==> src/grc_pkg.sv <==
// shared types, constants and wall map for the grid raycaster column block
package grc_pkg;

  localparam int MAP_SIZE_DEF      = 16;
  localparam int MAX_DDA_STEPS_DEF = 64;
  localparam int MAX_HEIGHT_DEF    = 64;

  localparam int ROM_DIM  = 16;
  localparam int ONE_Q14  = 16384;
  localparam int DIST_MIN = 1638;
  localparam int DIST_FAR = 73728;

  // register indexes of the configuration port
  localparam logic [7:0] REG_SCREEN_WIDTH  = 8'd0;
  localparam logic [7:0] REG_SCREEN_HEIGHT = 8'd1;

  typedef struct packed {
    logic [6:0]         column;
    logic [15:0]        pos_x;
    logic [15:0]        pos_y;
    logic signed [15:0] dir_x;
    logic signed [15:0] dir_y;
    logic signed [15:0] plane_x;
    logic signed [15:0] plane_y;
  } grc_req_t;

  typedef struct packed {
    logic [63:0] column_bits;
    logic        wall_side;
    logic [15:0] wall_distance;
    logic [6:0]  wall_height;
  } grc_res_t;

  // wall map rows, bit i is map column i
  localparam logic [15:0] WALL_ROWS [ROM_DIM] = '{
    16'hFFFF, 16'h8001, 16'hB7BD, 16'hA425, 16'hA5E5, 16'h8421, 16'hBDBD, 16'h8181,
    16'hBDBD, 16'h8421, 16'hA5E5, 16'hA425, 16'hB7BD, 16'h8001, 16'h8001, 16'hFFFF
  };

  function automatic logic rom_wall(input logic [3:0] cx, input logic [3:0] cy);
    logic [15:0] row;
    row = WALL_ROWS[cy];
    return row[cx];
  endfunction

endpackage

==> src/grid_raycast_column.sv <==
// grid raycaster column: ray setup, dda walk and column mask generation
// One request at a time runs through a small sequencer around one shared
// restoring divider (used four times: camera x, both ray deltas and the
// wall height) and one shared multiplier (four uses). The DDA walk runs up
// to MAX_DDA_STEPS steps. The next request can be taken once the result is
// loaded into the output register. cmd_stall is high while a request is in
// flight; a finished result waits in the output register and a new request
// may be taken meanwhile. Configuration writes are always ready.
module grid_raycast_column #(
  parameter int MAP_SIZE      = grc_pkg::MAP_SIZE_DEF,
  parameter int MAX_DDA_STEPS = grc_pkg::MAX_DDA_STEPS_DEF,
  parameter int MAX_HEIGHT    = grc_pkg::MAX_HEIGHT_DEF
) (
  input  logic              clk,
  input  logic              rst,
  input  logic              cmd_valid,
  output logic              cmd_stall,
  input  grc_pkg::grc_req_t cmd,
  output logic              res_valid,
  input  logic              res_stall,
  output grc_pkg::grc_res_t res,
  input  logic              cfg_valid,
  output logic              cfg_ready,
  input  logic [7:0]        cfg_index,
  input  logic [7:0]        cfg_data
);
  import grc_pkg::*;

  localparam int NW   = 29;                                // divider dividend width
  localparam int DW   = 41;                                // delta width, holds 2^40
  localparam int SDW  = DW + $clog2(MAX_DDA_STEPS + 1) + 1; // side distance width
  localparam int CW   = $clog2(MAP_SIZE + MAX_DDA_STEPS) + 2;
  localparam int RW   = 26;                                // ray component width
  localparam int CAMW = 24;
  localparam int SCW  = $clog2(MAX_DDA_STEPS);
  localparam logic [SDW-1:0] DELTA_INF = SDW'(64'd1 << 40);

  typedef enum logic [3:0] {
    S_IDLE, S_CAM_DIV, S_RAY_X, S_RAY_Y, S_DELX_DIV, S_DELY_DIV,
    S_SIDE_X, S_SIDE_Y, S_WALK, S_HEIGHT_DIV, S_DONE
  } state_t;

  state_t state;
  grc_req_t item;
  logic [7:0] screen_width;
  logic [6:0] screen_height;

  logic signed [CAMW-1:0] cam;
  logic signed [RW-1:0]   rx, ry;
  logic [SDW-1:0] delx, dely, sdx, sdy, wall_dist;
  logic signed [CW-1:0] mx, my;
  logic side;
  logic [SCW-1:0] step_cnt;
  logic [6:0] lh;

  // shared divider
  logic [NW-1:0]  div_num, div_quo;
  logic [SDW-1:0] div_den, div_rem;
  logic [4:0]     div_cnt;
  logic [SDW:0]   div_trial;
  logic           div_ge;
  logic [SDW-1:0] div_rem_next;
  logic [NW-1:0]  div_quo_next;
  logic           div_last;

  assign div_trial    = {div_rem, div_num[NW-1]};
  assign div_ge       = div_trial >= {1'b0, div_den};
  assign div_rem_next = div_ge ? SDW'(div_trial - {1'b0, div_den}) : div_trial[SDW-1:0];
  assign div_quo_next = {div_quo[NW-2:0], div_ge};
  assign div_last     = div_cnt == 5'(NW - 1);

  // shared multiplier, finite deltas fit in 29 bits
  logic signed [16:0] mul_a;
  logic signed [29:0] mul_b;
  logic signed [46:0] mul_p, mul_sh14;
  logic [46:0]        mul_sh12;
  logic [12:0]        frac_x, frac_y;

  assign frac_x = rx[RW-1] ? {1'b0, item.pos_x[11:0]} : 13'd4096 - {1'b0, item.pos_x[11:0]};
  assign frac_y = ry[RW-1] ? {1'b0, item.pos_y[11:0]} : 13'd4096 - {1'b0, item.pos_y[11:0]};

  always_comb begin
    unique case (state)
      S_RAY_X: begin
        mul_a = 17'(item.plane_x);
        mul_b = 30'(cam);
      end
      S_RAY_Y: begin
        mul_a = 17'(item.plane_y);
        mul_b = 30'(cam);
      end
      S_SIDE_X: begin
        mul_a = $signed({4'd0, frac_x});
        mul_b = $signed({1'b0, delx[28:0]});
      end
      S_SIDE_Y: begin
        mul_a = $signed({4'd0, frac_y});
        mul_b = $signed({1'b0, dely[28:0]});
      end
      default: begin
        mul_a = '0;
        mul_b = '0;
      end
    endcase
  end

  assign mul_p    = mul_a * mul_b;
  assign mul_sh14 = mul_p >>> 14;
  assign mul_sh12 = 47'(mul_p) >> 12;

  // ray component from direction plus scaled plane
  logic signed [RW-1:0] ray_c;
  always_comb begin
    if (state == S_RAY_X) begin
      ray_c = RW'(item.dir_x) + $signed(mul_sh14[RW-1:0]);
    end else begin
      ray_c = RW'(item.dir_y) + $signed(mul_sh14[RW-1:0]);
    end
  end

  logic [RW-1:0] abs_rx, abs_ry;
  assign abs_rx = rx[RW-1] ? RW'(-rx) : RW'(rx);
  assign abs_ry = ry[RW-1] ? RW'(-ry) : RW'(ry);

  // one dda step
  logic step_x;
  logic signed [CW-1:0] mx_n, my_n;
  logic [SDW-1:0] sdx_n, sdy_n, dist_raw, dist_c;
  logic side_n, hit;

  always_comb begin
    step_x = sdx < sdy;
    mx_n = mx;
    my_n = my;
    sdx_n = sdx;
    sdy_n = sdy;
    if (step_x) begin
      sdx_n = sdx + delx;
      mx_n = rx[RW-1] ? mx - CW'(1) : mx + CW'(1);
    end else begin
      sdy_n = sdy + dely;
      my_n = ry[RW-1] ? my - CW'(1) : my + CW'(1);
    end
    side_n = !step_x;
    if (mx_n < 0 || my_n < 0 || mx_n >= CW'(MAP_SIZE) || my_n >= CW'(MAP_SIZE) ||
        mx_n >= CW'(ROM_DIM) || my_n >= CW'(ROM_DIM)) begin
      hit = 1'b1;
    end else begin
      hit = rom_wall(mx_n[3:0], my_n[3:0]);
    end
    dist_raw = side_n ? sdy_n - dely : sdx_n - delx;
    dist_c = (dist_raw < SDW'(DIST_MIN)) ? SDW'(DIST_MIN) : dist_raw;
  end

  // effective register values
  logic [7:0] w_eff;
  logic [6:0] h_eff;
  assign w_eff = (screen_width == 8'd0) ? 8'd1 : screen_width;
  assign h_eff = (screen_height > 7'(MAX_HEIGHT)) ? 7'(MAX_HEIGHT) : screen_height;

  // column mask from the slice height
  logic [6:0] top, bot, bot_raw;
  logic far_hit;
  logic [63:0] mask;
  logic [15:0] q88;

  always_comb begin
    logic [7:0] xy;
    top = (h_eff >> 1) - (lh >> 1);
    bot_raw = (h_eff >> 1) + (lh >> 1);
    bot = (bot_raw >= h_eff) ? h_eff - 7'd1 : bot_raw;
    far_hit = wall_dist > SDW'(DIST_FAR);
    mask = '0;
    for (int y = 0; y < 64; y++) begin
      xy = 8'(item.column) + 8'(y);
      if (h_eff != 7'd0 && 7'(y) >= top && 7'(y) <= bot) begin
        mask[y] = (side || !xy[0]) && (!far_hit || xy[1:0] == 2'd0);
      end
    end
    if (lh > 7'd2) begin
      mask[top[5:0]] = 1'b1;
      mask[bot[5:0]] = 1'b1;
    end
    q88 = ((wall_dist >> 6) > SDW'(65535)) ? 16'hFFFF : wall_dist[21:6];
  end

  assign cmd_stall = state != S_IDLE;
  assign cfg_ready = 1'b1;

  // configuration registers
  always_ff @(posedge clk) begin
    if (rst) begin
      screen_width <= 8'd128;
      screen_height <= 7'd64;
    end else if (cfg_valid) begin
      if (cfg_index == REG_SCREEN_WIDTH) begin
        screen_width <= cfg_data;
      end else if (cfg_index == REG_SCREEN_HEIGHT) begin
        screen_height <= cfg_data[6:0];
      end
    end
  end

  // sequencer
  always_ff @(posedge clk) begin
    if (rst) begin
      state <= S_IDLE;
      res_valid <= 1'b0;
    end else begin
      // output register handshake
      if (state == S_DONE && (!res_valid || !res_stall)) begin
        res_valid <= 1'b1;
      end else if (res_valid && !res_stall) begin
        res_valid <= 1'b0;
      end
      // divider iteration, the last one is taken from the next-value logic
      if ((state == S_CAM_DIV || state == S_DELX_DIV || state == S_DELY_DIV ||
           state == S_HEIGHT_DIV) && !div_last) begin
        div_num <= {div_num[NW-2:0], 1'b0};
        div_rem <= div_rem_next;
        div_quo <= div_quo_next;
        div_cnt <= div_cnt + 5'd1;
      end
      unique case (state)
        S_IDLE: begin
          if (cmd_valid) begin
            item <= cmd;
            div_num <= NW'({cmd.column, 15'd0});
            div_den <= SDW'(w_eff);
            div_rem <= '0;
            div_cnt <= '0;
            state <= S_CAM_DIV;
          end
        end
        S_CAM_DIV: begin
          if (div_last) begin
            cam <= $signed(CAMW'(div_quo_next)) - CAMW'(ONE_Q14);
            state <= S_RAY_X;
          end
        end
        S_RAY_X: begin
          rx <= ray_c;
          state <= S_RAY_Y;
        end
        S_RAY_Y: begin
          ry <= ray_c;
          div_num <= NW'(1) << 28;
          div_den <= SDW'(abs_rx);
          div_rem <= '0;
          div_cnt <= '0;
          state <= S_DELX_DIV;
        end
        S_DELX_DIV: begin
          if (div_last) begin
            delx <= (rx == 0) ? DELTA_INF : SDW'(div_quo_next);
            div_num <= NW'(1) << 28;
            div_den <= SDW'(abs_ry);
            div_rem <= '0;
            div_cnt <= '0;
            state <= S_DELY_DIV;
          end
        end
        S_DELY_DIV: begin
          if (div_last) begin
            dely <= (ry == 0) ? DELTA_INF : SDW'(div_quo_next);
            state <= S_SIDE_X;
          end
        end
        // an infinite delta scales the fraction by a plain shift
        S_SIDE_X: begin
          sdx <= (rx == 0) ? SDW'({frac_x, 28'd0}) : SDW'(mul_sh12);
          state <= S_SIDE_Y;
        end
        S_SIDE_Y: begin
          sdy <= (ry == 0) ? SDW'({frac_y, 28'd0}) : SDW'(mul_sh12);
          mx <= CW'(item.pos_x[15:12]);
          my <= CW'(item.pos_y[15:12]);
          step_cnt <= '0;
          state <= S_WALK;
        end
        S_WALK: begin
          sdx <= sdx_n;
          sdy <= sdy_n;
          mx <= mx_n;
          my <= my_n;
          side <= side_n;
          step_cnt <= step_cnt + SCW'(1);
          if (hit || step_cnt == SCW'(MAX_DDA_STEPS - 1)) begin
            wall_dist <= dist_c;
            div_num <= NW'({h_eff, 14'd0});
            div_den <= dist_c;
            div_rem <= '0;
            div_cnt <= '0;
            state <= S_HEIGHT_DIV;
          end
        end
        S_HEIGHT_DIV: begin
          if (div_last) begin
            lh <= (div_quo_next > NW'(h_eff)) ? h_eff : div_quo_next[6:0];
            state <= S_DONE;
          end
        end
        S_DONE: begin
          if (!res_valid || !res_stall) begin
            res.column_bits <= mask;
            res.wall_side <= side;
            res.wall_distance <= q88;
            res.wall_height <= lh;
            state <= S_IDLE;
          end
        end
        default: state <= S_IDLE;
      endcase
    end
  end

  // checks
  a_busy_stalls: assert property (@(posedge clk) disable iff (rst)
    (state != S_IDLE) |-> cmd_stall) else $error("request taken while busy");
  a_height_bound: assert property (@(posedge clk) disable iff (rst)
    res_valid |-> (res.wall_height <= 7'(MAX_HEIGHT))) else $error("wall height too large");
  a_dist_floor: assert property (@(posedge clk) disable iff (rst)
    res_valid |-> (res.wall_distance >= 16'(DIST_MIN >> 6))) else $error("distance below floor");
  a_walk_bound: assert property (@(posedge clk) disable iff (rst)
    (state == S_WALK) |-> (32'(step_cnt) < MAX_DDA_STEPS)) else $error("walk overran");

endmodule

==> config.mk <==
export PLATFORM = sky130hd
export DESIGN_NAME = grid_raycast_column
export DESIGN_NICKNAME = d
export VERILOG_FILES = /design/src/grc_pkg.sv /design/src/grid_raycast_column.sv
export SDC_FILE = /design/constraint.sdc
export NUM_CORES = 2
export LEC_CHECK = 0
export ABC_AREA = 1
export BUFFER_PORTS_ARGS = -buffer_cell sky130_fd_sc_hd__buf_4
export CORE_MARGIN = 1.5
export CORE_UTILIZATION = 44
export CTS_CLUSTER_DIAMETER = 60
export CTS_CLUSTER_SIZE = 25
export DETAILED_ROUTE_END_ITERATION = 16
export HOLD_SLACK_MARGIN = 0.1
export PLACE_DENSITY = 0.57
export SYNTH_ARGS = -nofsm -noshare
export SYNTH_HDL_FRONTEND = slang
export SYNTH_SLANG_ARGS = --single-unit
==> constraint.sdc <==
create_clock -name clk -period 23.3 [get_ports clk]
set_clock_uncertainty 0.2 [all_clocks]
set_input_delay 1.165 -clock clk [delete_from_list [all_inputs] [get_ports clk]]
set_output_delay 1.165 -clock clk [all_outputs]
set_load 0.005 [all_outputs]
==> results.tsv <==
metric	value	unit
intPower	4.054	mW
tns	0	ps
tightest_slew	1467	ps
hold_class	reg2reg	
cp.required	23650	ps
grt_pass1_vias	60990	
num_rows	144	
grt_pass1_wl	414500	microns
synth.top_cells.by_area	edfxtp_1 (29%), fa_1 (15%), nand2_1 (12%)	
combPwrFrac	0.595	
fin_nets	10230	
gp_congestion	1.066	
drive_gt1_frac	0.06152	
routed_wl	287000	microns
hold_viol_final	0	
register_area	20250	sq um
fmaxAchievable	0.07827	GHz
ant_nets	0	
htree_num_levels	3	
crit_top_cell	inv_1	
antenna_found_initial	19	
start_kind	flop	
cts_resized	0	
postCtsSetupBuffers	0	
dr.pass1.iters	8	
crit_path_max_fanout	26	
grt_max_degree	86	
multi_input_area	40670	sq um
p_leak	36.67	nW
setup_viol	0	
cts_tree	yes	
peakVddDrop	0.07224	mV
critical_path_class	reg2reg	
finalCriticalPeriod	12780	ps
initial_core_util	0.4448	
core	154600	sq um
grt.total_usage	0.3586	
yosys.area.top_type_share	0.2887	
clockRootBuffer	clkbuf_16	
synth_async_sr_flop_share	0	
syn_area_per_cell	7.602	sq um
run_status	complete, but fails checks	
post-route-util	0.4902	
fin_hold_ws	258.7	ps
fillers	15450	
hpwl	236400	microns
dr_total_vias	63520	
clock_path_buffers	3	
cts_inserted_buffers	82	
cp_slowest_cell	nor3_1	
ios	215	
relSlewSlack	0.01442	
clkLatencyLatePin	730	ps
instances_no_fill	11320	
fin_crit_sh	0.5483	
dieArea	158600	sq um
wl_per_cell	25.36	microns
yosysSeqAreaShare	0.2945	
cts.sinks	681	
placed_cells	11160	
sw_frac_of_total	0.5217	
synth_edf_count	661	
rsz0062_at_grt	false	
clkSlewWorstSetupHoldPaths	70	ps
area_growth	10.22	%
p_per_area	111.8	nW/um^2
maxSlewViolCount	0	
syn_inst	9044	
die-width	398.3	microns
port_buffers	213	
drc	0	
drt_iter0_drc	6963	
p_clk_frac	0.168	
yosysTopAreaCell	edfxtp_1	
violations	capacitance limit	
cp_data_arrival_time	13120	ps
grt_overflow	0	
yosys_register_bits	681	
postCtsHoldBufs	0	
seq_power_share	0.237	
die_h	398.3	microns
maxCapViolations	1	
end_kind	flop	
synthesis.area	68760	sq um
synth_fp_nets	10080	
p_switching	4.422	mW
routed_via_density	5.612	
cp_slowest_stage_delay	1130	ps
synth_warnings	0	
ys_types	70	
synthFlopType	edfxtp_1	
-- area by class of cell --
cell class | count | area share
Multi-Input combinational cell | 6271 | 0.5367
Antenna cell | 9 | 0.0002972
Clock inverter | 63 | 0.01133
Clock buffer | 89 | 0.02855
Inverter | 1861 | 0.09225
Sequential cell | 681 | 0.2672
Timing Repair Buffer | 300 | 0.02993
Tap cell | 2044 | 0.03375
-- placed cells by master, fill, tap and decap left out, types with 15 or more instances in the layout --
cell / n
edfxtp_1: 661
o211ai_1: 34
o21a_1: 18
a31oi_1: 21
nor2_2: 20
a221oi_1: 15
nand2_2: 24
o21ai_1: 47
nand4_1: 77
xor2_1: 154
fa_1: 501
nand2_1: 2173
nand3_1: 337
nor4_1: 33
clkinv_1: 20
o21ai_0: 470
clkinv_8: 19
nor3_1: 99
nor2_1: 861
clkbuf_16: 86
dfxtp_1: 20
xnor2_1: 92
o22ai_1: 86
buf_4: 298
a32o_1: 43
o31ai_1: 16
ha_1: 406
inv_2: 19
o21bai_1: 29
o221ai_1: 24
a21oi_1: 522
inv_1: 1821
a21o_1: 20
-- per-stage QoR --
stage	cell area [sq um]	worst slack, ps	power (mW)
after CTS	75760	10600	8.407
after global routing	75760	10140	9.018
after global placement	72720	10850	6.923
final	75780	10520	8.476
after floorplan	68760	14220	5.164
after detailed placement	72740	10650	6.958
-- registers in the layout (all words and copies together) (netlist names) --
name / cells
item: 98
res: 88
div_den: 49
div_rem: 49
sdx: 49
sdy: 49
wall_dist: 49
delx: 30
dely: 30
div_num: 29
div_quo: 28
rx: 26
ry: 26
cam: 24
mx: 9
my: 9
screen_width: 8
lh: 7
screen_height: 7
step_cnt: 6
div_cnt: 5
state: 4
res_valid: 1
side: 1
-- cell families after synthesis --
group / after synthesis / synth area share
xor gates and xnor gates: 248 / 0.03170
adders and majority gates: 907 / 0.2198
and+or+nand+nor: 3696 / 0.2191
AOI/OAI and AO/OA: 1418 / 0.1183
other: 1 / 0.00005454
muxes: 1 / 0.0001456
buffers and inverters: 2092 / 0.1164
DFF: 681 / 0.2945
-- synth_stat cells (21+ instances only) --
cell	count
edfxtp_1	661
clkbuf_1	172
xor2_1	154
ha_1	406
o21bai_1	29
o211ai_1	34
a32o_1	43
nor3_1	105
fa_1	501
o21ai_1	46
nor4_1	36
o221ai_1	24
nand4_1	77
a31oi_1	21
a21oi_1	524
buf_1	22
nand2_2	23
inv_1	1825
nor2_1	872
nand2_1	2174
o22ai_1	87
xnor2_1	93
nand3_1	339
o21ai_0	471
-- power by group through the flow --
stage	sequential, mW	clock, mW	combinational (mW)
after floorplan	1.95	0	3.22
after global placement	2.02	0	4.90
after detailed placement	2.03	0	4.93
after CTS	2.00	1.44	4.96
after global routing	2.03	1.48	5.51
final	2.01	1.43	5.04
-- final timing paths --
| check | start | endpoint | slack (ps) | cells past startpoint |
|---|---|---|---|---|
| max | state[3]$_SDFFE_PP0P_ | rx[22]$_DFFE_PP_ | 10520 | 40 |
| min | div_quo[26]$_DFFE_PP_ | div_quo[27]$_DFFE_PP_ | 260 | 0 |
| max reg2reg | state[3]$_SDFFE_PP0P_ | rx[22]$_DFFE_PP_ | 10520 | 40 |
| min reg2reg | div_quo[26]$_DFFE_PP_ | div_quo[27]$_DFFE_PP_ | 260 | 0 |
-- critical path: cells and delay by family (launching register included) --
family	cells	cell delay, ps
xor+xnor	2	960
fa+ha+maj	8	3890
flops	1	380
compound gates	9	2850
buf+inv	11	2100
simple gates	10	2190
-- metal layers --
metal | global-route usage | up-vias | part of all wire
li1 | - | 29230 | -
met4 | 0.1821 | 14 | 0.059
met5 | 0 | - | 0.00036
met2 | 0.5623 | 3007 | 0.44
met3 | 0.06049 | 553 | 0.087
met1 | 0.4778 | 30720 | 0.41
Note: power is estimated with default switching activity, not from simulation.
